File: config.mk
export PLATFORM = sky130hd
export DESIGN_NAME = token_handover_state_machine
export DESIGN_NICKNAME = d
export VERILOG_FILES = /design/src/rtl/thsm_pkg.sv /design/src/rtl/token_handover_state_machine.sv /design/src/rtl/thsm_timers.sv
export SDC_FILE = /design/constraint.sdc
export NUM_CORES = 1
export LEC_CHECK = 0
export ABC_AREA = 1
export BUFFER_PORTS_ARGS = -buffer_cell sky130_fd_sc_hd__buf_2
export CAP_MARGIN = 10
export CORE_MARGIN = 4
export CORE_UTILIZATION = 42
export DETAILED_ROUTE_END_ITERATION = 10
export PLACE_DENSITY = 0.7
export SYNTH_ARGS = -nofsm -noshare
export SYNTH_HDL_FRONTEND = slang
export SYNTH_HIERARCHICAL = 1
export SYNTH_SLANG_ARGS = --single-unit
File: constraint.sdc
create_clock -name clock -period 8.5 [get_ports clock]
set_input_delay 1.7 -clock clock [delete_from_list [all_inputs] [get_ports clock]]
set_output_delay 1.7 -clock clock [all_outputs]
set_load 0.01 [all_outputs]
File: src/rtl/thsm_pkg.sv
// ----------------------------------------------------------------------------
// Token handover state machine package
// Transaction types, command and state codes, and small decode functions
// shared by the token handover logic.
// ----------------------------------------------------------------------------
package thsm_pkg;

   // Command codes carried in the request transaction.
   typedef enum logic [2:0] {
      CMD_TICK      = 3'd0,
      CMD_START     = 3'd1,
      CMD_STOP      = 3'd2,
      CMD_REQUEST   = 3'd3,
      CMD_ACK       = 3'd4,
      CMD_CANCEL    = 3'd5,
      CMD_FORCE_IN  = 3'd6,
      CMD_FORCE_OUT = 3'd7
   } cmd_type;

   // Handover kinds.
   localparam logic [1:0] KIND_TAKE_OUT  = 2'd0;
   localparam logic [1:0] KIND_TAKE_IN   = 2'd1;
   localparam logic [1:0] KIND_ORDER_OUT = 2'd2;
   localparam logic [1:0] KIND_ORDER_IN  = 2'd3;
   localparam int         NUM_KINDS      = 4;

   // Reported peer state codes.
   localparam logic [2:0] PEER_DISABLED    = 3'd0;
   localparam logic [2:0] PEER_WITH        = 3'd1;
   localparam logic [2:0] PEER_WITHOUT     = 3'd2;
   localparam logic [2:0] PEER_PEND_TO     = 3'd3;
   localparam logic [2:0] PEER_PEND_TI     = 3'd4;
   localparam logic [2:0] PEER_PEND_OO     = 3'd5;
   localparam logic [2:0] PEER_PEND_OI     = 3'd6;

   // Latched error codes.
   localparam logic [2:0] ERR_NONE         = 3'd0;
   localparam logic [2:0] ERR_INNER        = 3'd1;
   localparam logic [2:0] ERR_TIMEOUT_BASE = 3'd2;

   // Heartbeat report codes.
   localparam logic [1:0] HB_NONE   = 2'd0;
   localparam logic [1:0] HB_SLAVE  = 2'd1;
   localparam logic [1:0] HB_MASTER = 2'd2;

   localparam logic [15:0] HB_INTERVAL_RESET = 16'd1000;

   // Station state machine, one-hot.
   typedef enum logic [6:0] {
      ST_DISABLED = 7'b0000001,
      ST_WITH     = 7'b0000010,
      ST_WITHOUT  = 7'b0000100,
      ST_PEND_TO  = 7'b0001000,
      ST_PEND_TI  = 7'b0010000,
      ST_PEND_OO  = 7'b0100000,
      ST_PEND_OI  = 7'b1000000
   } state_type;

   // Request transaction payload.
   typedef struct packed {
      logic [2:0]  cmd;
      logic [1:0]  kind;
      logic [30:0] timeout_ticks;
      logic        target_valid;
      logic        bind_ok;
   } req_type;

   // Response transaction payload.
   typedef struct packed {
      logic       accepted;
      logic [2:0] peer_state;
      logic [2:0] error_code;
      logic       has_token;
      logic [1:0] heartbeat;
   } rsp_type;

   // Control from the station logic to the handover timer bank.
   typedef struct packed {
      logic       tick;
      logic       load;
      logic [1:0] kind;
   } timer_ctl_type;

   // Pending state that belongs to a handover kind.
   function automatic state_type pend_state(input logic [1:0] kind);
      state_type result;
      case (kind)
         KIND_TAKE_OUT:  result = ST_PEND_TO;
         KIND_TAKE_IN:   result = ST_PEND_TI;
         KIND_ORDER_OUT: result = ST_PEND_OO;
         KIND_ORDER_IN:  result = ST_PEND_OI;
         default:        result = ST_PEND_TO;
      endcase
      return result;
   endfunction

   // Out kinds hand the token away; in kinds bring it back.
   function automatic logic kind_is_out(input logic [1:0] kind);
      return ~kind[0];
   endfunction

   // Timeout error code of a handover kind.
   function automatic logic [2:0] timeout_error(input logic [1:0] kind);
      return ERR_TIMEOUT_BASE + {1'b0, kind};
   endfunction

   // Reported code of a station state.
   function automatic logic [2:0] peer_code(input state_type st);
      logic [2:0] result;
      case (st)
         ST_DISABLED: result = PEER_DISABLED;
         ST_WITH:     result = PEER_WITH;
         ST_WITHOUT:  result = PEER_WITHOUT;
         ST_PEND_TO:  result = PEER_PEND_TO;
         ST_PEND_TI:  result = PEER_PEND_TI;
         ST_PEND_OO:  result = PEER_PEND_OO;
         ST_PEND_OI:  result = PEER_PEND_OI;
         default:     result = PEER_DISABLED;
      endcase
      return result;
   endfunction

   // The token is held while with token or while an out handover pends.
   function automatic logic holds_token(input state_type st);
      return (st == ST_WITH) || (st == ST_PEND_TO) || (st == ST_PEND_OO);
   endfunction

endpackage

File: src/rtl/token_handover_state_machine.sv
// ----------------------------------------------------------------------------
// Token handover state machine
// Token state of one station with guarded commands, handover timeouts and
// heartbeat pacing.
// ----------------------------------------------------------------------------
// Each request transaction is a command that is applied to the station state
// in the cycle it is accepted; its response transaction appears in the
// output register on the next cycle. One transaction is taken every cycle while
// req_stall is low, so the throughput is one transaction per clock. The
// only thing that holds the input back is a stalled response: while the
// output register holds a response that is not taken, req_stall is high.
// The handover timeouts count in tick commands, not in clock cycles, and
// TIMEOUT_WIDTH sets the width of the four countdowns. The heartbeat interval
// register may be written only while no transaction is in flight.
// ----------------------------------------------------------------------------
module token_handover_state_machine #(
   parameter int TIMEOUT_WIDTH = 31
) (
   input  logic              clock,
   input  logic              reset,
   // Request channel
   input  logic              req_valid,
   output logic              req_stall,
   input  thsm_pkg::req_type req_data,
   // Response channel
   output logic              rsp_valid,
   input  logic              rsp_stall,
   output thsm_pkg::rsp_type rsp_data,
   // Configuration port
   input  logic              csr_write_enable,
   input  logic [15:0]       csr_write_data
);

   localparam int LOAD_WIDTH = (TIMEOUT_WIDTH < 31) ? TIMEOUT_WIDTH : 31;

   thsm_pkg::state_type      state_ff, state_in;
   logic [2:0]               error_ff, error_in;
   logic [15:0]              hb_count_ff, hb_count_in;
   logic                     hb_running_ff, hb_running_in;
   logic [15:0]              hb_interval_ff;
   logic                     rsp_valid_ff, rsp_valid_in;
   thsm_pkg::rsp_type        rsp_data_ff, rsp_data_in;

   logic                     accept;
   thsm_pkg::timer_ctl_type  timer_ctl;
   logic [TIMEOUT_WIDTH-1:0] load_value;
   logic [thsm_pkg::NUM_KINDS-1:0] expired;
   logic                     acc;
   logic [1:0]               hb;
   logic [15:0]              hb_limit;
   logic [15:0]              hb_next;
   thsm_pkg::state_type      pend, home, away;

   // Input handshake: hold off only while a response waits downstream.
   assign req_stall = rsp_valid_ff && rsp_stall;
   assign accept    = req_valid && !req_stall;

   // Timeout value masked to the countdown width.
   always_comb begin
      load_value = '0;
      load_value[LOAD_WIDTH-1:0] = req_data.timeout_ticks[LOAD_WIDTH-1:0];
   end

   assign pend = thsm_pkg::pend_state(req_data.kind);
   assign home = thsm_pkg::kind_is_out(req_data.kind) ? thsm_pkg::ST_WITH
                                                      : thsm_pkg::ST_WITHOUT;
   assign away = thsm_pkg::kind_is_out(req_data.kind) ? thsm_pkg::ST_WITHOUT
                                                      : thsm_pkg::ST_WITH;

   // Timer control: ticks run the countdowns, a granted request may arm one.
   always_comb begin
      timer_ctl.tick = accept && (req_data.cmd == thsm_pkg::CMD_TICK);
      timer_ctl.load = accept && (req_data.cmd == thsm_pkg::CMD_REQUEST)
                       && (state_ff == home) && req_data.target_valid
                       && (load_value != '0);
      timer_ctl.kind = req_data.kind;
   end

   thsm_timers #(
      .TIMEOUT_WIDTH (TIMEOUT_WIDTH)
   ) u_timers (
      .clock      (clock),
      .reset      (reset),
      .ctl        (timer_ctl),
      .load_value (load_value),
      .expired    (expired)
   );

   assign hb_limit = (hb_interval_ff == 16'd0) ? 16'd1 : hb_interval_ff;
   assign hb_next  = hb_count_ff + 16'd1;

   // Command decode and next station state.
   always_comb begin
      state_in      = state_ff;
      error_in      = error_ff;
      hb_count_in   = hb_count_ff;
      hb_running_in = hb_running_ff;
      acc           = 1'b0;
      hb            = thsm_pkg::HB_NONE;
      case (thsm_pkg::cmd_type'(req_data.cmd))
         thsm_pkg::CMD_TICK: begin
            acc = 1'b1;
            // Apply expiries before heartbeat pacing.
            for (int k = 0; k < thsm_pkg::NUM_KINDS; k++) begin
               if (expired[k] && (state_in == thsm_pkg::pend_state(2'(k)))) begin
                  state_in = thsm_pkg::kind_is_out(2'(k)) ? thsm_pkg::ST_WITH
                                                          : thsm_pkg::ST_WITHOUT;
                  error_in = thsm_pkg::timeout_error(2'(k));
               end
            end
            if (hb_running_ff) begin
               hb_count_in = hb_next;
               if (hb_next >= hb_limit) begin
                  hb_count_in = 16'd0;
                  if (state_in != thsm_pkg::ST_DISABLED) begin
                     hb = thsm_pkg::holds_token(state_in) ? thsm_pkg::HB_MASTER
                                                          : thsm_pkg::HB_SLAVE;
                  end
               end
            end
         end
         thsm_pkg::CMD_START: begin
            if (!req_data.bind_ok) begin
               state_in = thsm_pkg::ST_DISABLED;
               error_in = thsm_pkg::ERR_INNER;
            end else begin
               hb_running_in = 1'b1;
               hb_count_in   = 16'd0;
               if (error_ff != thsm_pkg::ERR_INNER) begin
                  state_in = thsm_pkg::ST_WITHOUT;
                  acc      = 1'b1;
               end else begin
                  state_in = thsm_pkg::ST_DISABLED;
               end
            end
         end
         thsm_pkg::CMD_STOP: begin
            hb_running_in = 1'b0;
            hb_count_in   = 16'd0;
            state_in      = thsm_pkg::ST_DISABLED;
            acc           = 1'b1;
         end
         thsm_pkg::CMD_REQUEST: begin
            if ((state_ff == home) && req_data.target_valid) begin
               state_in = pend;
               acc      = 1'b1;
            end
         end
         thsm_pkg::CMD_ACK: begin
            if (state_ff == pend) begin
               state_in = away;
               acc      = 1'b1;
            end
         end
         thsm_pkg::CMD_CANCEL: begin
            if (state_ff == pend) begin
               state_in = home;
               acc      = 1'b1;
            end
         end
         thsm_pkg::CMD_FORCE_IN: begin
            if ((state_ff != thsm_pkg::ST_DISABLED) && (error_ff != thsm_pkg::ERR_INNER)) begin
               state_in = thsm_pkg::ST_WITH;
               acc      = 1'b1;
            end
         end
         thsm_pkg::CMD_FORCE_OUT: begin
            if (state_ff != thsm_pkg::ST_DISABLED) begin
               state_in = thsm_pkg::ST_WITHOUT;
               acc      = 1'b1;
            end
         end
         default: begin
            acc = 1'b0;
         end
      endcase
   end

   // Response transaction built from the state after the command.
   always_comb begin
      rsp_data_in.accepted   = acc;
      rsp_data_in.peer_state = thsm_pkg::peer_code(state_in);
      rsp_data_in.error_code = error_in;
      rsp_data_in.has_token  = thsm_pkg::holds_token(state_in);
      rsp_data_in.heartbeat  = hb;
   end

   // Output register valid: load on accept, drop when taken.
   always_comb begin
      if (accept) begin
         rsp_valid_in = 1'b1;
      end else if (!rsp_stall) begin
         rsp_valid_in = 1'b0;
      end else begin
         rsp_valid_in = rsp_valid_ff;
      end
   end

   // Station state registers advance only on an accepted transaction.
   always_ff @(posedge clock) begin
      if (reset) begin
         state_ff      <= thsm_pkg::ST_DISABLED;
         error_ff      <= thsm_pkg::ERR_NONE;
         hb_count_ff   <= 16'd0;
         hb_running_ff <= 1'b0;
      end else if (accept) begin
         state_ff      <= state_in;
         error_ff      <= error_in;
         hb_count_ff   <= hb_count_in;
         hb_running_ff <= hb_running_in;
      end
   end

   // Heartbeat interval register.
   always_ff @(posedge clock) begin
      if (reset) begin
         hb_interval_ff <= thsm_pkg::HB_INTERVAL_RESET;
      end else if (csr_write_enable) begin
         hb_interval_ff <= csr_write_data;
      end
   end

   // Output register.
   always_ff @(posedge clock) begin
      if (reset) begin
         rsp_valid_ff <= 1'b0;
      end else begin
         rsp_valid_ff <= rsp_valid_in;
      end
   end

   always_ff @(posedge clock) begin
      if (accept) begin
         rsp_data_ff <= rsp_data_in;
      end
   end

   assign rsp_valid = rsp_valid_ff;
   assign rsp_data  = rsp_data_ff;

endmodule

File: src/rtl/thsm_timers.sv
// ----------------------------------------------------------------------------
// Handover timer bank
// One one-shot countdown per handover kind. A load arms one countdown, each
// tick decrements every running countdown, and an expiry flag is raised for
// a countdown that reaches zero on this tick.
// ----------------------------------------------------------------------------
module thsm_timers #(
   parameter int TIMEOUT_WIDTH = 31
) (
   input  logic                         clock,
   input  logic                         reset,
   input  thsm_pkg::timer_ctl_type      ctl,
   input  logic [TIMEOUT_WIDTH-1:0]     load_value,
   output logic [thsm_pkg::NUM_KINDS-1:0] expired
);

   logic [TIMEOUT_WIDTH-1:0] count_ff [thsm_pkg::NUM_KINDS];
   logic [TIMEOUT_WIDTH-1:0] count_in [thsm_pkg::NUM_KINDS];

   // Next countdown values and expiry flags, one lane per kind.
   always_comb begin
      for (int k = 0; k < thsm_pkg::NUM_KINDS; k++) begin
         count_in[k] = count_ff[k];
         expired[k]  = 1'b0;
         if (ctl.load && (ctl.kind == 2'(k))) begin
            count_in[k] = load_value;
         end else if (ctl.tick && (count_ff[k] != '0)) begin
            count_in[k] = count_ff[k] - 1'b1;
            expired[k]  = (count_ff[k] == TIMEOUT_WIDTH'(1));
         end
      end
   end

   // Countdown registers; zero means inactive.
   always_ff @(posedge clock) begin
      for (int k = 0; k < thsm_pkg::NUM_KINDS; k++) begin
         if (reset) begin
            count_ff[k] <= '0;
         end else begin
            count_ff[k] <= count_in[k];
         end
      end
   end

endmodule

Word-level counts from Yosys, hierarchy flattened
Memory sizes are Yosys's and may differ from the RTL's.
Cells that the tools add are included.

operators by class
  add/subtract/negate cells = 5
  magnitude comparators = 1
  eq/ne operators = 35
  mux-type cells = 70
  bitwise operators = 4
  reductions and logical operators = 41

operators by type and width
  operator               number
  $mux 31                12
  $reduce_bool 31->1     5
  $eq 31x1->1 const B    4
  $sub 31x1->31 const B  4
  $mux 7                 17
  $mux 16                4
  $pmux 7 s8             1
  $pmux 16 s3            1
  $eq 7x7->1             5
  $pmux 7 s4             1
  $mux 3                 9
  $logic_and 1x1->1      21
  $mux 1                 20
  $pmux 3 s6             1
  $add 16x1->16 const B  1
  $ge 16x16->1           1
  $logic_not 16->1       1
  $eq 7x2->1 const B     2
  $eq 7x4->1 const B     2
  $eq 7x6->1 const B     2
  $ne 7x1->1 const B     2
  $eq 3x3->1 const B     4
  $reduce_and 4->1       2
  $eq 7x3->1             1
  23 further kinds       33

storage, ports and cells
  flip-flop bits (word level) = 54
  memory bits (writable) = 124
  bits of input ports = 59
  output and inout bits = 12
  memories = 1

memories
  memory             words  width  read ports  clocked after Yosys merged registers in  write ports  RTL line           text
  u_timers.count_ff  4      31     4           0                                        4            thsm_timers.sv:17  logic [TIMEOUT_WIDTH-1:0] count_ff [thsm_pkg::NUM_KINDS];

Logic depth before layout (Yosys ltp)
Gate-level depths: netlist (run 1).

  depth after elaboration = 28
  depth in mapped cells = 26
  gate-level depth less buffers = 25

Modules after synthesis
The synthesis (run 1) kept the hierarchy.

by module, submodules not included
  module                        instances  cells each  area each (µm²)  seq. area each (µm²)
  thsm_timers                   1          1753        9649.3           2482.4
  token_handover_state_machine  1          601         3841.2           1181.1

Worst setup path before layout (run 1)
Ideal clock, no wire load.

  path type = input -> register
  start = in rsp_stall
  end = reg rsp_data_ff, in the netlist rsp_data[2] (data pin)
  arrival = 4945 ps
  setup slack = 3296 ps
  stages on the path = 24
  buffers on the path = 2
  path through = nand2_1 -> inv_1 -> nor2_1 -> inv_1 -> clkbuf_1 -> nor3_1 -> inv_1 -> nor3_1 -> inv_2 -> nand3_1 -> buf_4 -> nor3_1 -> nand2_1 -> nor2_1 -> nand2_2 -> nand2_1 -> nor2_1 -> nand3_2 -> nand3_1 -> nand2_1 -> nand2_1 -> nor2_2 -> nand2_1 -> nand3_1

RTL lines
  element               RTL line                             text
  from (decl)           token_handover_state_machine.sv:27   input logic rsp_stall,
  to (signal assigned)  token_handover_state_machine.sv:234  rsp_data_ff <= rsp_data_in;
  to (decl)             token_handover_state_machine.sv:42   thsm_pkg::rsp_type rsp_data_ff, rsp_data_in;

==> results of run 1 <==
-- per-layer routing --
metal	track usage, %	vias up	wire length (µm)
li1	-	7583	-
met1	32.09	6808	19060
met2	38.47	522	19610
met3	4.162	78	2952
met4	8.931	2	1470
met5	0	-	12
-- cell usage in the layout, fill, tap and decap left out, types with 9 or more instances in the layout --
master / n
nand2_1: 707
nor2_1: 415
nand3_1: 239
inv_1: 229
dfxtp_1: 168
a21oi_1: 152
o21ai_0: 107
buf_2: 69
nand4_1: 44
xor2_1: 32
ha_1: 25
nor3_1: 20
nand3b_1: 17
clkbuf_16: 17
nand2_2: 16
nor2_2: 15
nor4_1: 15
inv_2: 14
xnor2_1: 11
edfxtp_1: 10
buf_4: 9
-- critical path: cells and delay by family --
family                 cells  cell delay (ps)
buffers and inverters      4             1150
and+or+nand+nor           20             3660
-- cell type report --
class	instances	area, µm²
Inverter	244	920.9
Fill cell	3405	17020
Timing Repair Buffer	78	412.9
Antenna cell	1	2.502
Clock inverter	15	142.6
Clock buffer	17	425.4
Tap cell	402	503.0
Multi-Input combinational cell	1853	8546
Sequential cell	178	3664
-- stage by stage --
| stage | setup WS (ps) | cells | utilization [%] | hold slack (ps) |
|---|---|---|---|---|
| 3_5_place_dp | 1844 | 2755 | 44.40 | 459.5 |
| 5_1_grt | 1807 | 2787 | 46.19 | 505.3 |
| 4_1_cts | 2316 | 2787 | 46.19 | 469.8 |
| 3_3_place_gp | 1977 | 2755 | 44.40 | 456.6 |
| 2_1_floorplan | 3296 | 2354 | - | 437.4 |
| 6_report | 2166 | 2788 | 46.20 | 464.6 |
-- path summary, 6_finish.rpt --
path                                       from               to  slack [ps]  depth (start not counted)
worst max-delay path               req_data[19]      rsp_data[2]        2170                         24
worst min-delay path            hb_count_ff[15]  hb_count_ff[15]         460                          2
worst max register to register        rsp_valid      rsp_data[2]        3300                         25
worst min register to register  hb_count_ff[15]  hb_count_ff[15]         460                          2
-- state kept, by name, summed over array words and instances (netlist names) --
name               cells
hb_running_ff          1
hb_interval_ff        16
u_timers/count_ff    124
state_ff               7
error_ff               3
rsp_data              10
rsp_valid              1
hb_count_ff           16
-- cells in the mapped netlist (6+ instances only) --
cell type / instances / area, µm²
nand2_1: 707 / 2654
nor2_1: 415 / 1558
nand3_1: 240 / 1201
inv_1: 229 / 859.6
dfxtp_1: 168 / 3363
a21oi_1: 152 / 760.7
o21ai_0: 107 / 535.5
clkbuf_1: 49 / 183.9
nand4_1: 44 / 275.3
xor2_1: 32 / 280.3
ha_1: 25 / 312.8
nor3_1: 22 / 110.1
buf_2: 17 / 85.08
nand3b_1: 17 / 127.6
nand2_2: 16 / 100.1
nor2_2: 15 / 93.84
nor4_1: 15 / 93.84
inv_2: 14 / 52.55
xnor2_1: 11 / 96.34
edfxtp_1: 10 / 300.3
buf_4: 6 / 45.04
o21bai_1: 6 / 45.04
-- cell families (layout without fill, tap and decap cells) --
| kind of cell | Yosys count | after routing | synth area share (%) |
|---|---|---|---|
| AO/OA/AOI/OAI | 275 | 275 | 10.68 |
| XOR/XNOR | 43 | 43 | 2.792 |
| adder cells (fa/ha/maj) | 25 | 25 | 2.319 |
| buffers and inverters | 323 | 354 | 9.655 |
| flip-flops | 178 | 178 | 27.16 |
| other | 0 | 1 | 0 |
| AND/OR/NAND/NOR | 1510 | 1510 | 47.39 |
==> results.py, run 1 <==
metrics = {
    "status": {
        "status": "complete, no violations",
    },
    "place": {
        "io_buffers": 70,
        "dpl_cell_area_mm2": 0.01405,
        "gp_congestion": 0.9575,
        "dp_hpwl_mm": 32.08,
    },
    "worst_setup_path": {
        "crit_path_top_delay_cell": "nor4_1",
        "path_cells": "buf_2 -> nor4_1 -> nand4_1 -> nor2_1 -> nor3_1 -> inv_1 -> nor3_2 -> buf_4 -> inv_2 -> nand3_1 -> nor3_1 -> nand2_1 -> nor2_1 -> nand2_2 -> nand2_2 -> nand2_1 -> nor2_1 -> nand3_2 -> nand3_1 -> nand2_1 -> nand2_1 -> nor2_2 -> nand2_1 -> nand3_1",
        "slowest_delay_ps": 630,
        "critPathKind": "in2reg",
        "cp.required_ps": 8700,
        "crit_fanout": 46,
        "path_common_cell": "nand2_1",
        "worstPathArrival_ps": 6530,
        "end_kind": "register",
        "crit_path_start_kind": "input pin",
    },
    "floorplan": {
        "initial_core_util_pct": 42.64,
        "die_w_um": 187.2,
        "coreArea_mm2": 0.03164,
        "rows": 65,
        "ios": 71,
        "die_area_mm2": 0.03505,
        "chipHeight_um": 187.2,
    },
    "detailed_routing": {
        "ant_nets": 0,
        "vias": 14993,
        "drt-pass1-iter-count": 6,
        "initialDrtViolationCount": 1300,
        "wl_per_cell_um": 15.46,
        "drc": 0,
        "drt-total-wl_mm": 43.10,
        "routed_via_density": 5.378,
    },
    "global_routing": {
        "antenna_found_initial": 2,
        "grt_pass1_vias": 13358,
        "grt_max_degree": 65,
        "grt_first_pass_wirelength_mm": 68.78,
        "grt-ovfl-total": 0,
        "gr-usage-all-layers_pct": 23.87,
    },
    "timing": {
        "relSlewSlack_pct": 26.31,
        "finalCriticalPeriod_ps": 6334,
        "worstMarginPinSlew_ps": 1090,
        "setup_tns_ps": 0,
        "fmax_mhz": 157.9,
        "hold_viol_final": 0,
        "fin_worst_skew_ps": 16.71,
        "period_share_pct": 74.51,
        "setup_violations": 0,
        "drv_slew": 0,
        "rsz0062_at_grt": "no",
    },
    "logic_synthesis": {
        "synth_warnings": 6,
        "yosysSeqAreaShare_pct": 27.16,
        "postSynthNetCount": 2438,
        "postSynthAreaPerCell_um2": 5.731,
        "synth_edf_count": 10,
        "syn_inst": 2354,
        "synth_top_flop_cell": "dfxtp_1",
        "synthArstFlopShare_pct": 0,
        "synth.distinct_cells": 41,
        "syn_area_mm2": 0.01349,
        "synth_seq_cells": 178,
    },
    "clock_tree": {
        "ctsHoldBuffers": 0,
        "cts_resized": 0,
        "h-tree-depth": 4,
        "cts_tree": "done",
        "cts.path.max_buffers": 2,
        "root_buffer": "clkbuf_16",
        "cts_sinks": 178,
        "cts_made_buffers": 17,
        "clk_pin_slew_ps": 70,
        "post_cts_buffers": 0,
        "insertion_delay_ps": 460,
    },
    "finish": {
        "fin_area_mm2": 0.01462,
        "num-nets-final": 2456,
        "syn2layout_area_growth_pct": 8.347,
        "final_layout_size_suffix_gt1_share_pct": 7.463,
    },
    "worst_hold_path": {
        "hold_path.class": "reg2reg",
    },
    "job": {
        "drv_cap": 0,
    },
}
Power of run 1 is not shown: default switching activity piles up to over one toggle a cycle in this logic, so the estimate is an artifact.
==> run 2: changes to the inputs <==
Settings changed: ABC_AREA 1 to 0, PLACE_DENSITY 0.7 to 0.71.
Clock period 8.5 ns to 6.26 ns, I/O delays scaled along.
==> run 2 against run 1 <==
Against the previous run:
- core utilization grew 0.77 points
- wire length decreased by 29%
- via count fell by 31%
- first-iteration DRC count down 8.3%
- flip-flop and latch count unchanged
- highest routed layer is now met4
- critical path depth shrank 8
==> results.py, run 2 <==
metrics = {
    "logic_synthesis": {
        "synth_top_area_share_pct": 31.42,
        "synthSimpleGateAreaFrac_pct": 26.17,
        "yosysSeqAreaShare_pct": 34.23,
        "synth_top_area_cell": "dfxtp_1",
        "postSynthNetCount": 1419,
        "synthArstFlopShare_pct": 0,
        "postSynthAreaPerCell_um2": 8.017,
        "synth_area_leaders": "dfxtp_1 (31%), a21oi_1 (6.7%), o21ai_0 (5.5%), xnor2_1 (5.3%), xor2_1 (3.8%)",
        "synth_warnings": 6,
        "synth.distinct_cells": 80,
        "synthMuxAreaShare_pct": 1.742,
        "synth_xor_xnor_area_share_pct": 9.165,
        "yosysMostFrequentCell": "dfxtp_1",
        "synth-compound-area-share_pct": 21.37,
        "synth_top_family_by_area": "simple AND/OR/NAND/NOR gates",
        "syn_area_mm2": 0.01070,
        "syn_inst": 1335,
        "synth_edf_count": 10,
        "synth_seq_cells": 178,
        "synthAdderAreaFrac_pct": 2.923,
        "synth_top_flop_cell": "dfxtp_1",
        "yosys-top-cells-count": "dfxtp_1 (168), a21oi_1 (143), o21ai_0 (118), nor2_1 (99), nand2_1 (79)",
    },
    "floorplan": {
        "die_w_um": 167.6,
        "die_area_mm2": 0.02810,
        "chipHeight_um": 167.6,
        "rows": 58,
        "coreArea_mm2": 0.02511,
        "ios": 71,
        "initial_core_util_pct": 42.63,
    },
    "clock_tree": {
        "cts_resized": 0,
        "cts_sinks": 178,
        "cts_made_buffers": 17,
        "cts_tree": "done",
        "ctsHoldBuffers": 0,
        "cts.path.max_buffers": 2,
        "h-tree-depth": 4,
        "insertion_delay_ps": 440,
        "root_buffer": "clkbuf_16",
        "clk_pin_slew_ps": 60,
        "post_cts_buffers": 0,
    },
    "detailed_routing": {
        "drt-met1-wl_mm": 13.13,
        "initialDrtViolationCount": 1192,
        "drc": 0,
        "drt-total-wl_mm": 30.46,
        "highest_layer": "met4",
        "drt-pass1-iter-count": 9,
        "wl_per_cell_um": 17.92,
        "ant_nets": 0,
        "vias": 10276,
        "wl_met3_mm": 2.160,
        "routed_via_density": 6.045,
        "wl_met2_mm": 14.10,
    },
    "global_routing": {
        "grt_first_pass_wirelength_mm": 48.38,
        "grt-ovfl-total": 0,
        "grt_pass1_vias": 9305,
        "antenna_found_initial": 1,
        "grt_max_degree": 62,
        "gr-usage-all-layers_pct": 20.80,
    },
    "timing": {
        "hold_viol_final": 0,
        "fmax_mhz": 213.1,
        "period_share_pct": 74.96,
        "setup_violations": 0,
        "relSlewSlack_pct": 31.23,
        "setup_tns_ps": 0,
        "finalCriticalPeriod_ps": 4693,
        "fin_worst_skew_ps": 15.47,
        "worstMarginPinSlew_ps": 1028,
        "drv_slew": 0,
        "rsz0062_at_grt": "no",
    },
    "status": {
        "status": "complete, no violations",
    },
    "finish": {
        "fin_area_mm2": 0.01180,
        "num-nets-final": 1440,
        "regMostFlops": "u_timers/count_ff",
        "final_cell_mix": "dfxtp_1 (168), a21oi_1 (143), o21ai_0 (118)",
        "largest_register_ffs": 124,
        "final_layout_size_suffix_gt1_share_pct": 11.69,
        "instances_no_fill": 1700,
        "largestRegisters": "u_timers/count_ff (124), hb_count_ff (16), hb_interval_ff (16)",
        "final_common_cell": "dfxtp_1",
        "syn2layout_area_growth_pct": 10.21,
    },
    "place": {
        "dp_hpwl_mm": 21.59,
        "place_inst": 1667,
        "gp_congestion": 0.9168,
        "io_buffers": 70,
        "dpl_cell_area_mm2": 0.01123,
    },
    "worst_setup_path": {
        "critPathKind": "in2reg",
        "worstPathArrival_ps": 4930,
        "cp.required_ps": 6500,
        "crit_path_start_kind": "input pin",
        "crit_fanout": 19,
        "end_kind": "register",
    },
    "power_and_ir_drop": {
        "leakage_nw": 4.366,
        "powerDensity_mw_per_mm2": 320.5,
        "irDropWorstVdd_mv": 0.2408,
        "power_mw": 3.780,
    },
    "worst_hold_path": {
        "hold_path.class": "reg2reg",
    },
    "job": {
        "drv_cap": 0,
    },
}
[run 2: changes by cell type after synthesis, sizes merged, moves of 15 or more]
cell | before | now
inv | 243 | 33
clkbuf | 49 | 67
nand4 | 44 | 24
nor3 | 23 | 52
nor4 | 15 | 57
or4 | 0 | 28
nand3 | 242 | 58
a211oi | 0 | 25
or3 | 0 | 18
nor2 | 434 | 100
buf | 30 | 14
xor2 | 32 | 47
xnor2 | 11 | 65
nand2 | 727 | 79
[run 2: path summary, 6_finish.rpt]
path | slack (ps) | startpoint | cells past startpoint | to
max | 1570 | req_data[33] | 16 | rsp_data[2]
min | 470 | hb_count_ff[15] | 2 | hb_count_ff[15]
max reg2reg | 1990 | state_ff[1] | 15 | rsp_data[2]
min reg2reg | 470 | hb_count_ff[15] | 2 | hb_count_ff[15]
[run 2: layout make-up]
type                    count  area, µm²
repair buffers             83      447.9
fillers                  2508      13310
clock inverters            13      126.4
multi-input cells        1040       6574
well taps                 330      412.9
diodes                      1      2.502
inverters                  36      135.1
clock buffers              19      432.9
flip-flops and latches    178       3664
[run 2: cell families after synthesis]
logic type | after synthesis
compound gates | 382
xor+xnor | 112
fa+ha+maj | 25
buf+inv | 117
flops | 178
mux | 18
simple gates | 503
[run 2: routing by layer]
| layer | up-vias | GRT usage, % |
|---|---|---|
| met5 | - | 0 |
| met4 | 0 | 8.469 |
| met3 | 67 | 3.116 |
| met2 | 444 | 33.82 |
| met1 | 4766 | 27.78 |
| li1 | 4999 | - |
[run 2: worst max-delay path, stage by stage]
cell and delay, ps:
buf_2 210, and3b_1 230, o2111ai_1 320, nor2_1 190
o21ai_0 120, nor2_1 140, nor3b_1 190, buf_4 180
nor2_1 220, nand2_1 120, nor4_1 260, nand4_1 300
a32o_1 350, a21oi_1 450, a21oi_1 110, a211oi_1 280
[run 2: power breakdown]
part | total (mW) | switching, mW | internal, mW
registers | 1.33 | 0.102 | 1.23
clock network | 1.04 | 0.489 | 0.556
logic | 1.40 | 0.865 | 0.539
[run 2: per-stage QoR]
| step | setup slack [ps] | hold slack (ps) | utilization (%) |
|---|---|---|---|
| detailed placement | 1067 | 459.3 | 44.74 |
| global route | 1148 | 502.2 | 46.98 |
| finish | 1567 | 466.7 | 46.98 |
| global placement | 1299 | 451.8 | 44.74 |
| floorplan | 1610 | 443.6 | - |
| CTS | 1498 | 468.7 | 46.97 |
Note: power is estimated with default switching activity, not from simulation.
